### src/rtl/bits_to_hashed_grid_centers_top_assert.svh
// assertion macros for the bits to hashed grid centers block
`ifndef BITS_TO_HASHED_GRID_CENTERS_TOP_ASSERT_SVH
`define BITS_TO_HASHED_GRID_CENTERS_TOP_ASSERT_SVH
`ifndef SYNTHESIS
`define B2H_ASSERT(lbl, prop) \
	lbl: assert property (@(posedge clk) disable iff (!arst_n) prop) \
	else $error("b2hgc assertion failed");
`define B2H_NEVER(lbl, cond) `B2H_ASSERT(lbl, !(cond))
`else
`define B2H_ASSERT(lbl, prop)
`define B2H_NEVER(lbl, cond)
`endif
`endif

### src/rtl/b2hgc_pkg.sv
// package: constants, command and status types for the grid centers block
`default_nettype none
package b2hgc_pkg;
	localparam int B2H_MAX_CELLS_DEF = 4096;

	localparam int CFG_IDX_W  = 3;
	localparam int CFG_DATA_W = 16;
	localparam logic [CFG_IDX_W-1:0] CFG_COLS  = 3'd0;
	localparam logic [CFG_IDX_W-1:0] CFG_ROWS  = 3'd1;
	localparam logic [CFG_IDX_W-1:0] CFG_CW    = 3'd2;
	localparam logic [CFG_IDX_W-1:0] CFG_CH    = 3'd3;
	localparam logic [CFG_IDX_W-1:0] CFG_IRREG = 3'd4;

	localparam logic [12:0] RST_COLS = 13'd64;
	localparam logic [12:0] RST_ROWS = 13'd64;
	localparam logic [15:0] RST_CW   = 16'd256;
	localparam logic [15:0] RST_CH   = 16'd256;

	localparam int CELL_W  = 12;
	localparam int COORD_W = 28;

	localparam logic [31:0] HASH_C1 = 32'd374761393;
	localparam logic [31:0] HASH_C2 = 32'd668265263;
	localparam logic [31:0] HASH_C3 = 32'd1274126177;
	localparam logic [31:0] SALT_X  = HASH_C3;
	localparam logic [31:0] SALT_Y  = 32'd2548252354;

	localparam logic [15:0] OFF_MID   = 16'd32768;
	localparam logic [15:0] OFF_BASE  = 16'd26214;
	localparam logic [33:0] OFF_SCALE = 34'd13107;

	typedef struct packed {
		logic acc;
		logic rd;
		logic div_start;
		logic div_step;
		logic ha;
		logic hb;
		logic hc;
		logic hd;
		logic pl;
		logic axis_y;
		logic emit;
	} b2h_cmd_t;

	typedef struct packed {
		logic has_hit;
		logic last_hit;
		logic div_last;
	} b2h_stat_t;
endpackage
`default_nettype wire

### src/rtl/b2hgc_ctrl.sv
// controller state machine sequencing one set bit at a time
`default_nettype none
module b2hgc_ctrl
	import b2hgc_pkg::*;
(
	input  wire logic      clk,
	input  wire logic      arst_n,
	input  wire logic      in_valid,
	input  wire logic      in_mode,
	output logic           in_ready,
	input  wire logic      out_ready,
	output logic           out_valid,
	input  wire b2h_stat_t stat,
	output b2h_cmd_t       cmd
);
	typedef enum logic [13:0] {
		S_IDLE = 14'b00000000000001,
		S_CHK  = 14'b00000000000010,
		S_RD   = 14'b00000000000100,
		S_RDW  = 14'b00000000001000,
		S_DIV  = 14'b00000000010000,
		S_HA   = 14'b00000000100000,
		S_HB   = 14'b00000001000000,
		S_HCX  = 14'b00000010000000,
		S_HDX  = 14'b00000100000000,
		S_PLX  = 14'b00001000000000,
		S_HCY  = 14'b00010000000000,
		S_HDY  = 14'b00100000000000,
		S_PLY  = 14'b01000000000000,
		S_EMIT = 14'b10000000000000
	} state_t;

	state_t state_q, state_d;
	logic   out_valid_q;
	logic   can_load;

	assign in_ready  = (state_q == S_IDLE);
	assign out_valid = out_valid_q;
	assign can_load  = !out_valid_q || out_ready;

	always_comb begin
		state_d = state_q;
		cmd     = '0;
		case (state_q)
			S_IDLE: begin
				cmd.acc = in_valid;
				if (in_valid && in_mode) state_d = S_CHK;
			end
			S_CHK: state_d = stat.has_hit ? S_RD : S_IDLE;
			S_RD: begin
				cmd.rd  = 1'b1;
				state_d = S_RDW;
			end
			S_RDW: begin
				cmd.div_start = 1'b1;
				state_d       = S_DIV;
			end
			S_DIV: begin
				cmd.div_step = 1'b1;
				if (stat.div_last) state_d = S_HA;
			end
			S_HA: begin
				cmd.ha  = 1'b1;
				state_d = S_HB;
			end
			S_HB: begin
				cmd.hb  = 1'b1;
				state_d = S_HCX;
			end
			S_HCX: begin
				cmd.hc  = 1'b1;
				state_d = S_HDX;
			end
			S_HDX: begin
				cmd.hd  = 1'b1;
				state_d = S_PLX;
			end
			S_PLX: begin
				cmd.pl  = 1'b1;
				state_d = S_HCY;
			end
			S_HCY: begin
				cmd.hc     = 1'b1;
				cmd.axis_y = 1'b1;
				state_d    = S_HDY;
			end
			S_HDY: begin
				cmd.hd     = 1'b1;
				cmd.axis_y = 1'b1;
				state_d    = S_PLY;
			end
			S_PLY: begin
				cmd.pl     = 1'b1;
				cmd.axis_y = 1'b1;
				state_d    = S_EMIT;
			end
			S_EMIT: begin
				if (can_load) begin
					cmd.emit = 1'b1;
					state_d  = stat.last_hit ? S_IDLE : S_RD;
				end
			end
			default: state_d = S_IDLE;
		endcase
	end

	always_ff @(posedge clk or negedge arst_n) begin
		if (!arst_n) begin
			state_q     <= S_IDLE;
			out_valid_q <= 1'b0;
		end else begin
			state_q <= state_d;
			if (cmd.emit) out_valid_q <= 1'b1;
			else if (out_ready) out_valid_q <= 1'b0;
		end
	end
endmodule
`default_nettype wire

### config.mk
export PLATFORM = sky130hd
export DESIGN_NAME = b2hgc_ctrl
export DESIGN_NICKNAME = d
export VERILOG_FILES = /design/src/rtl/bits_to_hashed_grid_centers_top_assert.svh /design/src/rtl/b2hgc_pkg.sv /design/src/rtl/b2hgc_ctrl.sv
export SDC_FILE = /design/constraint.sdc
export NUM_CORES = 1
export LEC_CHECK = 0
export BUFFER_PORTS_ARGS = -buffer_cell sky130_fd_sc_hd__clkbuf_2
export CORE_MARGIN = 8
export CORE_UTILIZATION = 54
export DETAILED_ROUTE_END_ITERATION = 8
export PLACE_DENSITY = 0.78
export SYNTH_ARGS = -nofsm -noshare
export SYNTH_HDL_FRONTEND = slang
export SYNTH_SLANG_ARGS = --single-unit
### constraint.sdc
create_clock -name clk -period 1.9 [get_ports clk]
set_clock_uncertainty 0.1 [all_clocks]
set_input_delay 0.095 -clock clk [delete_from_list [all_inputs] [get_ports clk]]
set_output_delay 0.095 -clock clk [all_outputs]
set_load 0.02 [all_outputs]
==> metrics.txt, run 1 <==
Clock Pin Slew Worst Setup and Hold Paths 0.10 ns; wirelength, routed 4762 um; worst hold margin 0.06715 ns; Critical Path AT 2.17 ns; post-synthesis sequential area ratio 35.37%; clk sink count 15; Startpoint Class register; Worst setup EP type output port; placed cell areas 1289 sq um; CTS tree yes; routability cong. 0.8777; initial antenna violation count 0; Cell variety after synth 39; nets 178; HPWL Detailed 2049 um; Crit-path slowest cell nor4b_1; Max Freq 0.4234 GHz; area grow syn2layout 66.86%; row cnt 16; Non-Filler Instances 196; n_diodes 0; R2R Setup Slk -0.36 ns; Die Y 60.41 um; CP Max Fanout 8; die area 3649 sq um; CTS Root Cell clkbuf_4; synth top area cells dfrtp_1, nor4_4, nor2_1; global-route wire length before repair 5175 um; number of remaining DRC errors 0; Mean Syn Cell Area 9.593 sq um; PwrDens 870.1 nW/um^2; Initial Util 55.99%; DR WL/cell 24.30 um; Inst Count DP 166; layout cells sized above 1 60.36%; Final min period 2.362 ns; FFs w/ async S/R, synth 100.0%; hold crit path type in -> reg; Synth top area share 32.90%; total I/O pin count 21; clk_lat worst skew 0.29 ns; Synth Warn # 0; H-tree depth 1; fin crit share 124.3%; Crit path largest cell delay 0.58 ns; max-cap violations 0; core area 1902 sq um; crit-path cells buf_4 -> nor4b_1 -> nand4_1 -> inv_1 -> and2_4 -> buf_8; Syn Inst Count 111; ANT nets after route 0; Primary FF master, synth dfrtp_1; drt pass-1 iters 4; VDD IR max 1.104 mV; all-layer global routing usage 18.59%; actual slew at the worst max-slew pin 0.6075 ns; Max Transition Viols Final 0; final setup margin -0.4621 ns; synthesized cell area 1065 sq um; Die X 60.41 um; vias in the first global route 1,173; failing checks setup timing; final hold violations 0; area leader, netlist dfrtp_1; routed vias 1,316; max_slew headroom 58.93%; outcome finished, violations left; port bufs 20; clock tree buffer depth 2; Leak 0.8306 nW; Power Total 0.001546 W; CTS Buf Count 3; Synthesized Nets 119; crit path kind reg -> out; post-route cell area 1777 sq um; largest net degree at the start of global routing 16; setup TNS -4.218 ns; final setup fails 16; Via density 6.714; unrepaired setup endpoints after global routing true; Post-synth EDFFs 0; Critical Path RT 1.70 ns; flops & latches, synth 15; initial drt markers 86; total grt overflow 0
-- placed cells by master, fill, tap and decap left out, types with 3 or more instances in the layout --
cell            n
nor3_1          3
buf_4          38
nand4_1         3
dlygate4sd3_1   3
buf_6           9
nor2_2          5
nand2_4         3
nor3b_2         5
clkbuf_8        3
clkbuf_4        3
clkbuf_2        8
nor2_1          7
nor4_4          6
dfrtp_1        13
o21ai_0         9
and4b_1         3
xor2_1          4
-- area by class of cell --
cell class / instances / area (sq um)
well taps: 27 / 33.78
fillers: 51 / 125.1
inverters: 2 / 7.507
multi-input cells: 85 / 802.0
clock inverters: 1 / 5.005
repair buffers: 63 / 528.0
flip-flops and latches: 15 / 377.9
clock buffers: 3 / 22.52
-- state kept, by name (all words and copies together), names as in the netlist --
register	cells
out_valid	1
state_q	14
-- Yosys cell counts (2+ instances only) --
cell	count
nand3_1	3
nor2_1	13
nor3_1	4
or2_1	2
buf_2	6
buf_6	2
inv_1	2
nand4b_1	2
nand4_1	3
nor2b_1	2
nand2_1	4
nor4bb_1	3
nor4b_1	2
o21ai_0	9
nor3b_2	2
and4b_1	3
nor4_4	4
nor3b_1	5
nor4_1	3
xnor2_1	2
xor2_1	4
dfrtp_1	14
-- cells by family after synthesis --
logic type,Yosys count,synth area share [%]
and+or+nand+nor,63,44.07
AOI/OAI and AO/OA,16,9.284
DFF,15,35.37
buffers and inverters,11,6.346
xor gates and xnor gates,6,4.935
-- path summary, 6_finish.rpt --
kind,from,endpoint,cells after the start
max,state_q[1],cmd[10],6
min,stat[1],state_q[0],3
max reg2reg,state_q[1],state_q[2],7
min reg2reg,state_q[11],state_q[11],1
max in group asynchronous,arst_n,state_q[0],2
min in group asynchronous,arst_n,state_q[11],2
-- routing by layer --
layer	up-vias	track usage, %	wire length, um
li1	521	-	-
met1	633	21.22	1621
met2	113	33.84	2227
met3	49	3.814	520
met4	0	5.102	393
met5	-	0	0
-- power by group --
part | switching, W | internal (W)
combinational | 0.000466 | 0.000495
sequential | 0.0000363 | 0.000351
clock | 0.000119 | 0.0000782
-- critical path, delay by kind of cell, from the launching register on --
family / cells / cell delay [ns]
flops: 1 / 0.43
buf+inv: 3 / 0.45
simple gates: 3 / 1.00
-- what timing repair did --
| action | CTS | global route |
|---|---|---|
| buffers inserted | 16 | 9 |
| gates resized for setup | 29 | 40 |
| pin swaps | 14 | 18 |
| hold endpoints to repair | 17 | 0 |
| setup endpoints to repair | 11 | 17 |
| hold buffers | 3 | 0 |
-- metrics by stage --
step	util (%)	worst slack [ns]
CTS	83.42	-0.1446
floorplan	-	0.06064
detailed placement	67.76	0.04264
finish	93.42	-0.4621
global placement	67.76	0.1081
global route	93.42	-0.4255
(Power assumes the default switching activity.)
==> inputs of run 2 (changes only) <==
--- a/config.mk
+++ b/config.mk
@@ -9,6 +9,7 @@
 export CORE_MARGIN = 8
 export CORE_UTILIZATION = 54
 export DETAILED_ROUTE_END_ITERATION = 8
+export MAX_ROUTING_LAYER = met4
 export PLACE_DENSITY = 0.78
 export SYNTH_ARGS = -nofsm -noshare
 export SYNTH_HDL_FRONTEND = slang
==> run 2 against run 1 <==
Net effect: the run still ends with setup timing left; combinational power is 3.6% lower; fmax is 7.8% higher; sequential cell count did not move; non-clock buffer count decreased by 1; first-iteration DRC count decreased by 27%; via count fell by 6.2%; hold slack worse by 0.035 ns; routed wire length fell by 8.6%; sequential power hardly changed; die area unchanged.
==> metrics.txt, run 2 (synthesis results as in run 1) <==
final setup margin -0.2911 ns (was -0.4621 ns); CTS Buf Count 3 (unchanged); unrepaired setup endpoints after global routing true (unchanged); actual slew at the worst max-slew pin 0.4585 ns (was 0.6075 ns); max reg flops 14 (unchanged); drt pass-1 iters 4 (unchanged); worst-case reg-to-reg path depth 7 (unchanged); DR WL/cell 22.31 um (was 24.30 um); all-layer global routing usage 19.08% (was 18.59%); CTS tree yes (unchanged); routed vias 1,235 (was 1,316); final hold violations 0 (unchanged); Inst Count DP 166 (unchanged); largest net degree at the start of global routing 16 (unchanged); clk sink count 15 (unchanged); M3 GR Usage 3.814% (unchanged); hold path startpoint stat[1] (unchanged); Startpoint Class register (unchanged); met1 Use GR 21.22% (unchanged); fin crit share 115.3% (was 124.3%); Endpoint, Worst Hold state_q[0] (unchanged); Via density 6.333 (was 6.714); global-route track usage on met2 33.69% (was 33.84%); total grt overflow 0 (unchanged); CTS Root Cell clkbuf_4 (unchanged); Critical Path AT 2.00 ns (was 2.17 ns); nets 177 (was 178); clk_lat worst skew 0.31 ns (was 0.29 ns); final setup fails 16 (unchanged); Non-Filler Instances 195 (was 196); most common cell after layout, fill and taps aside buf_4 (unchanged); Critical Path RT 1.70 ns (about the same); clock tree buffer depth 2 (unchanged); vias in the first global route 1,174 (was 1,173); max-cap violations 0 (unchanged); core area 1902 sq um (unchanged); wirelength, routed 4351 um (was 4762 um); start of the worst register-to-register path state_q[13] (was state_q[1]); port bufs 20 (unchanged); die area 3649 sq um (unchanged); Final min period 2.191 ns (was 2.362 ns); initial drt markers 63 (was 86); max_slew headroom 69.11% (was 58.93%); Top Usage Layer GRT met2 (unchanged); Hold Crit Depth 3 (unchanged); CP Max Fanout 4 (was 8); outcome finished, violations left (unchanged); routability cong. 0.8921 (was 0.8777); Worst setup EP type output port (unchanged); Clock Pin Slew Worst Setup and Hold Paths 0.11 ns (was 0.10 ns); number of remaining DRC errors 0 (unchanged); r2r endpoint state_q[2] (unchanged); Initial Util 55.99% (unchanged); Largest Register state_q (unchanged); final core occ 92.63% (was 93.42%); global-route wire length before repair 5154 um (was 5175 um); layout cells sized above 1 59.52% (was 60.36%); n_diodes 0 (unchanged); Max Freq 0.4564 GHz (was 0.4234 GHz); failing checks setup timing (unchanged); most frequent cells in the layout buf_4, dfrtp_1, o21ai_0, buf_6, clkbuf_2 (unchanged); DP Worst Slack 0.04264 ns (unchanged); HPWL Detailed 2049 um (unchanged); Die X 60.41 um (unchanged); PwrDens 864.6 nW/um^2 (was 870.1 nW/um^2); Die Y 60.41 um (unchanged); crit path kind reg -> out (unchanged); total I/O pin count 21 (unchanged); post-route cell area 1762 sq um (was 1777 sq um); H-tree depth 1 (unchanged); initial antenna violation count 0 (unchanged); Leak 0.8261 nW (was 0.8306 nW); ANT nets after route 0 (unchanged); area grow syn2layout 65.45% (was 66.86%); setup TNS -2.582 ns (was -4.218 ns); Max Transition Viols Final 0 (unchanged); Fillers 59 (was 51); hold crit path type in -> reg (unchanged); placed cell areas 1289 sq um (unchanged); VDD IR max 0.8823 mV (was 1.104 mV); row cnt 16 (unchanged); R2R Setup Slk -0.11 ns (was -0.36 ns)
## run 2: changes by cell type in the layout (fill, tap and decap cells not counted)
cell     before  now
nand2_1       2    3
buf_4        38   37
nand2_4       3    2
## run 2: final cells by class
type | instances | area, sq um | area share, %
clock inverters | 1 | 5.005 | 0.2841
inverters | 2 | 7.507 | 0.4261
repair buffers | 62 | 520.5 | 29.55
flip-flops and latches | 15 | 377.9 | 21.45
clock buffers | 3 | 22.52 | 1.278
well taps | 27 | 33.78 | 1.918
multi-input cells | 85 | 794.5 | 45.10
## run 2: through the flow
step           hold slack [ns]  power [W]
6_report               0.03197   0.001523
5_1_grt                0.06058   0.001571
4_1_cts                0.02030   0.001257
3_5_place_dp          -0.06941  0.0008670
3_3_place_gp          -0.06779  0.0008462
2_1_floorplan          -0.3006  0.0007254
## run 2: what timing repair did
| action | CTS | global route |
|---|---|---|
| endpoints found under the hold margin | 17 | 0 |
| gates resized for setup | 29 | 38 |
| pin swaps | 14 | 18 |
| buffers inserted | 16 | 8 |
| hold buffers | 3 | 0 |
| setup endpoints to repair | 11 | 17 |
## run 2: worst max-delay path by stage
stage	to	slack [ns]	from
CTS	cmd[3]	-0.14	state_q[2]
floorplan	cmd[9]	0.06	state_q[4]
global route	cmd[1]	-0.34	state_q[1]
finish	cmd[1]	-0.29	state_q[1]
global placement	cmd[4]	0.11	state_q[1]
detailed placement	cmd[4]	0.04	state_q[9]
## run 2: worst max-delay path: stages (launching register included)
cell and delay [ns]:
dfrtp_1 0.44, nor4_4 0.35, buf_4 0.20, buf_4 0.12, buf_6 0.10, nand3_4 0.07
nor3_4 0.25, buf_6 0.16
## run 2: layer usage
layer	vias up	part of all wire (%)
met3	26	8.5
met4	0	5.7
met2	103	49
met5	-	0
li1	520	-
met1	586	36
## run 2: where the power goes
group | leakage [nW] | internal (W) | switching, W | total (W)
logic | 0.605 | 0.000494 | 0.000431 | 0.000926
registers | 0.203 | 0.000351 | 0.0000384 | 0.000390
clock network | 0.0177 | 0.0000786 | 0.000129 | 0.000208
==> inputs of run 3 (changes only) <==
--- a/config.mk
+++ b/config.mk
@@ -11,6 +11,7 @@
 export DETAILED_ROUTE_END_ITERATION = 8
 export MAX_ROUTING_LAYER = met4
 export PLACE_DENSITY = 0.78
+export SETUP_SLACK_MARGIN = 0.1
 export SYNTH_ARGS = -nofsm -noshare
 export SYNTH_HDL_FRONTEND = slang
 export SYNTH_SLANG_ARGS = --single-unit
==> constraint.sdc (replaced) <==
create_clock -name clk -period 2.2 [get_ports clk]
set_clock_uncertainty 0.1 [all_clocks]
set_input_delay 0.11 -clock clk [delete_from_list [all_inputs] [get_ports clk]]
set_output_delay 0.11 -clock clk [all_outputs]
set_load 0.02 [all_outputs]
==> run 3 against run 2 <==
Net effect: the run now ends clean; first-iteration DRC count down 43%; combinational power is 48% lower; sequential cell count stayed put; critical path type unchanged.
==> metrics.txt, run 3 (synthesis results as in run 1) <==
outcome finished, final reports clean (was finished, violations left); unrepaired setup endpoints after global routing true (unchanged); DR WL/cell 15.46 um (was 22.31 um); Non-Filler Instances 174 (was 195); total grt overflow 0 (unchanged); largest net degree at the start of global routing 16 (unchanged); metal2 WL 1361 um (was 2150 um); clk sink count 15 (unchanged); max-cap violations 0 (unchanged); number of remaining DRC errors 0 (unchanged); WL met3 177 um (was 372 um); Worst setup EP type output port (unchanged); Startpoint Class register (unchanged); Inst Count DP 151 (was 166); Final min period 2.090 ns; Via density 5.770 (was 6.333); CTS Root Cell clkbuf_4 (unchanged); most frequent cells in the layout buf_4, clkbuf_2, nor2_1 (was buf_4, dfrtp_1, o21ai_0, buf_6, clkbuf_2); Max Freq 0.4785 GHz; routability cong. 0.8627 (was 0.8921); met1 WL 1127 um (was 1581 um); layout cells sized above 1 46.94% (was 59.52%); actual slew at the worst max-slew pin 0.4342 ns (was 0.4585 ns); Seq pwr share 33.8% (was 25.6%); n_diodes 0 (unchanged); Critical Path AT 1.88 ns (was 2.00 ns); clk_lat worst skew 0.30 ns (was 0.31 ns); fin crit share 95.00%; max_slew headroom 70.65% (was 69.11%); core area 1902 sq um (unchanged); global-route wire length before repair 4153 um (was 5154 um); Leak 0.6565 nW (was 0.8261 nW); share of total power in the clock network 16.9% (was 13.6%); final setup fails 0 (was 16); total I/O pin count 21 (unchanged); hold crit path type in -> reg (unchanged); P_int 0.0006102 W (was 0.0009240 W); row cnt 16 (unchanged); combinational power share 49.3% (was 60.8%); Clock Pin Slew Worst Setup and Hold Paths 0.09 ns (was 0.11 ns); Largest Register state_q (unchanged); most common cell after layout, fill and taps aside buf_4 (unchanged); nets 156 (was 177); Die X 60.41 um (unchanged); drt pass-1 iters 4 (unchanged); top routing layer in use met4 (unchanged); Fillers 135 (was 59); crit path kind reg -> out (unchanged); PwrDens 694.2 nW/um^2 (was 864.6 nW/um^2); CP Max Fanout 4 (unchanged); CTS tree yes (unchanged); Die Y 60.41 um (unchanged); wirelength, routed 2690 um (was 4351 um); die area 3649 sq um (unchanged); switching power 0.0003660 W (was 0.0005992 W); ANT nets after route 0 (unchanged); initial drt markers 36 (was 63); vias in the first global route 905 (was 1,174); Max Transition Viols Final 0 (unchanged); multi-input logic area 665.6 sq um (was 794.5 sq um); register cell area after layout 386.6 sq um (was 377.9 sq um); clock tree buffer depth 2 (unchanged); routed vias 1,004 (was 1,235); HPWL Detailed 1721 um (was 2049 um); port bufs 20 (unchanged); VDD IR max 0.6756 mV (was 0.8823 mV); Sw Share 37.49% (was 39.34%); Initial Util 55.99% (unchanged); setup TNS 0 ns (was -2.582 ns); final hold violations 0 (unchanged); all-layer global routing usage 15.57% (was 19.08%); max reg flops 14 (unchanged); area grow syn2layout 32.08% (was 65.45%); CTS Buf Count 3 (unchanged); Critical Path RT 1.99 ns (was 1.70 ns); initial antenna violation count 0 (unchanged); H-tree depth 1 (unchanged)
[run 3: power groups by stage]
stage	combinational (W)	sequential (W)	clock (W)
detailed placement	0.000368	0.000340	0
global route	0.000527	0.000333	0.000176
floorplan	0.000295	0.000323	0
global placement	0.000360	0.000339	0
CTS	0.000418	0.000329	0.000169
finish	0.000481	0.000330	0.000165
[run 3: area by class of cell]
class	count	share of cell area, %
multi-input combinational	85	47.33
sequential	15	27.49
timing repair buffer	41	20.28
tap	27	2.402
clock buffer	3	1.601
inverter	2	0.5338
clock inverter	1	0.3559
[run 3: worst max-delay path: stages (launching register included)]
cell	delay, ns
dfrtp_1	0.42
nor4_4	0.32
and3_4	0.27
nand2_4	0.06
nor3b_2	0.22
or2_1	0.17
buf_6	0.13
[run 3: per-layer routing]
metal	global-route usage [%]	vias up
li1	-	481
met4	5.102	0
met2	23.48	39
met5	-	-
met1	19.33	480
met3	4.661	4
[run 3: path summary, 6_finish.rpt]
| check | from | to | slack [ns] | cells after the start |
|---|---|---|---|---|
| max | state_q[12] | cmd[4] | 0.11 | 6 |
| min | out_ready | out_valid | 0.03 | 3 |
| max reg2reg | state_q[12] | state_q[0] | 0.25 | 8 |
| min reg2reg | state_q[7] | state_q[7] | 0.47 | 1 |
| max in group asynchronous | arst_n | state_q[0] | 1.53 | 2 |
| min in group asynchronous | arst_n | state_q[1] | 0.16 | 2 |
[run 3: repair_timing]
action                     in CTS  in global routing
hold buffers                    3                  0
resized for setup              11                 18
buffers inserted               11                  5
setup endpoints to repair      11                 10
pin swaps                       4                  8
hold endpoints to repair       17                  0
[run 3: metrics by stage]
step	hold WS (ns)	util, %	power (W)	setup WS, ns	area [sq um]
5_1_grt	0.05876	73.95	0.001036	0.009926	1406
3_3_place_gp	-0.05648	60.66	0.0006995	0.2276	1154
6_report	0.02966	73.95	0.0009762	0.1100	1406
4_1_cts	0.02548	69.67	0.0009153	0.1080	1325
2_1_floorplan	-0.2856	-	0.0006185	0.1733	1065
3_5_place_dp	-0.05486	60.66	0.0007071	0.2166	1154
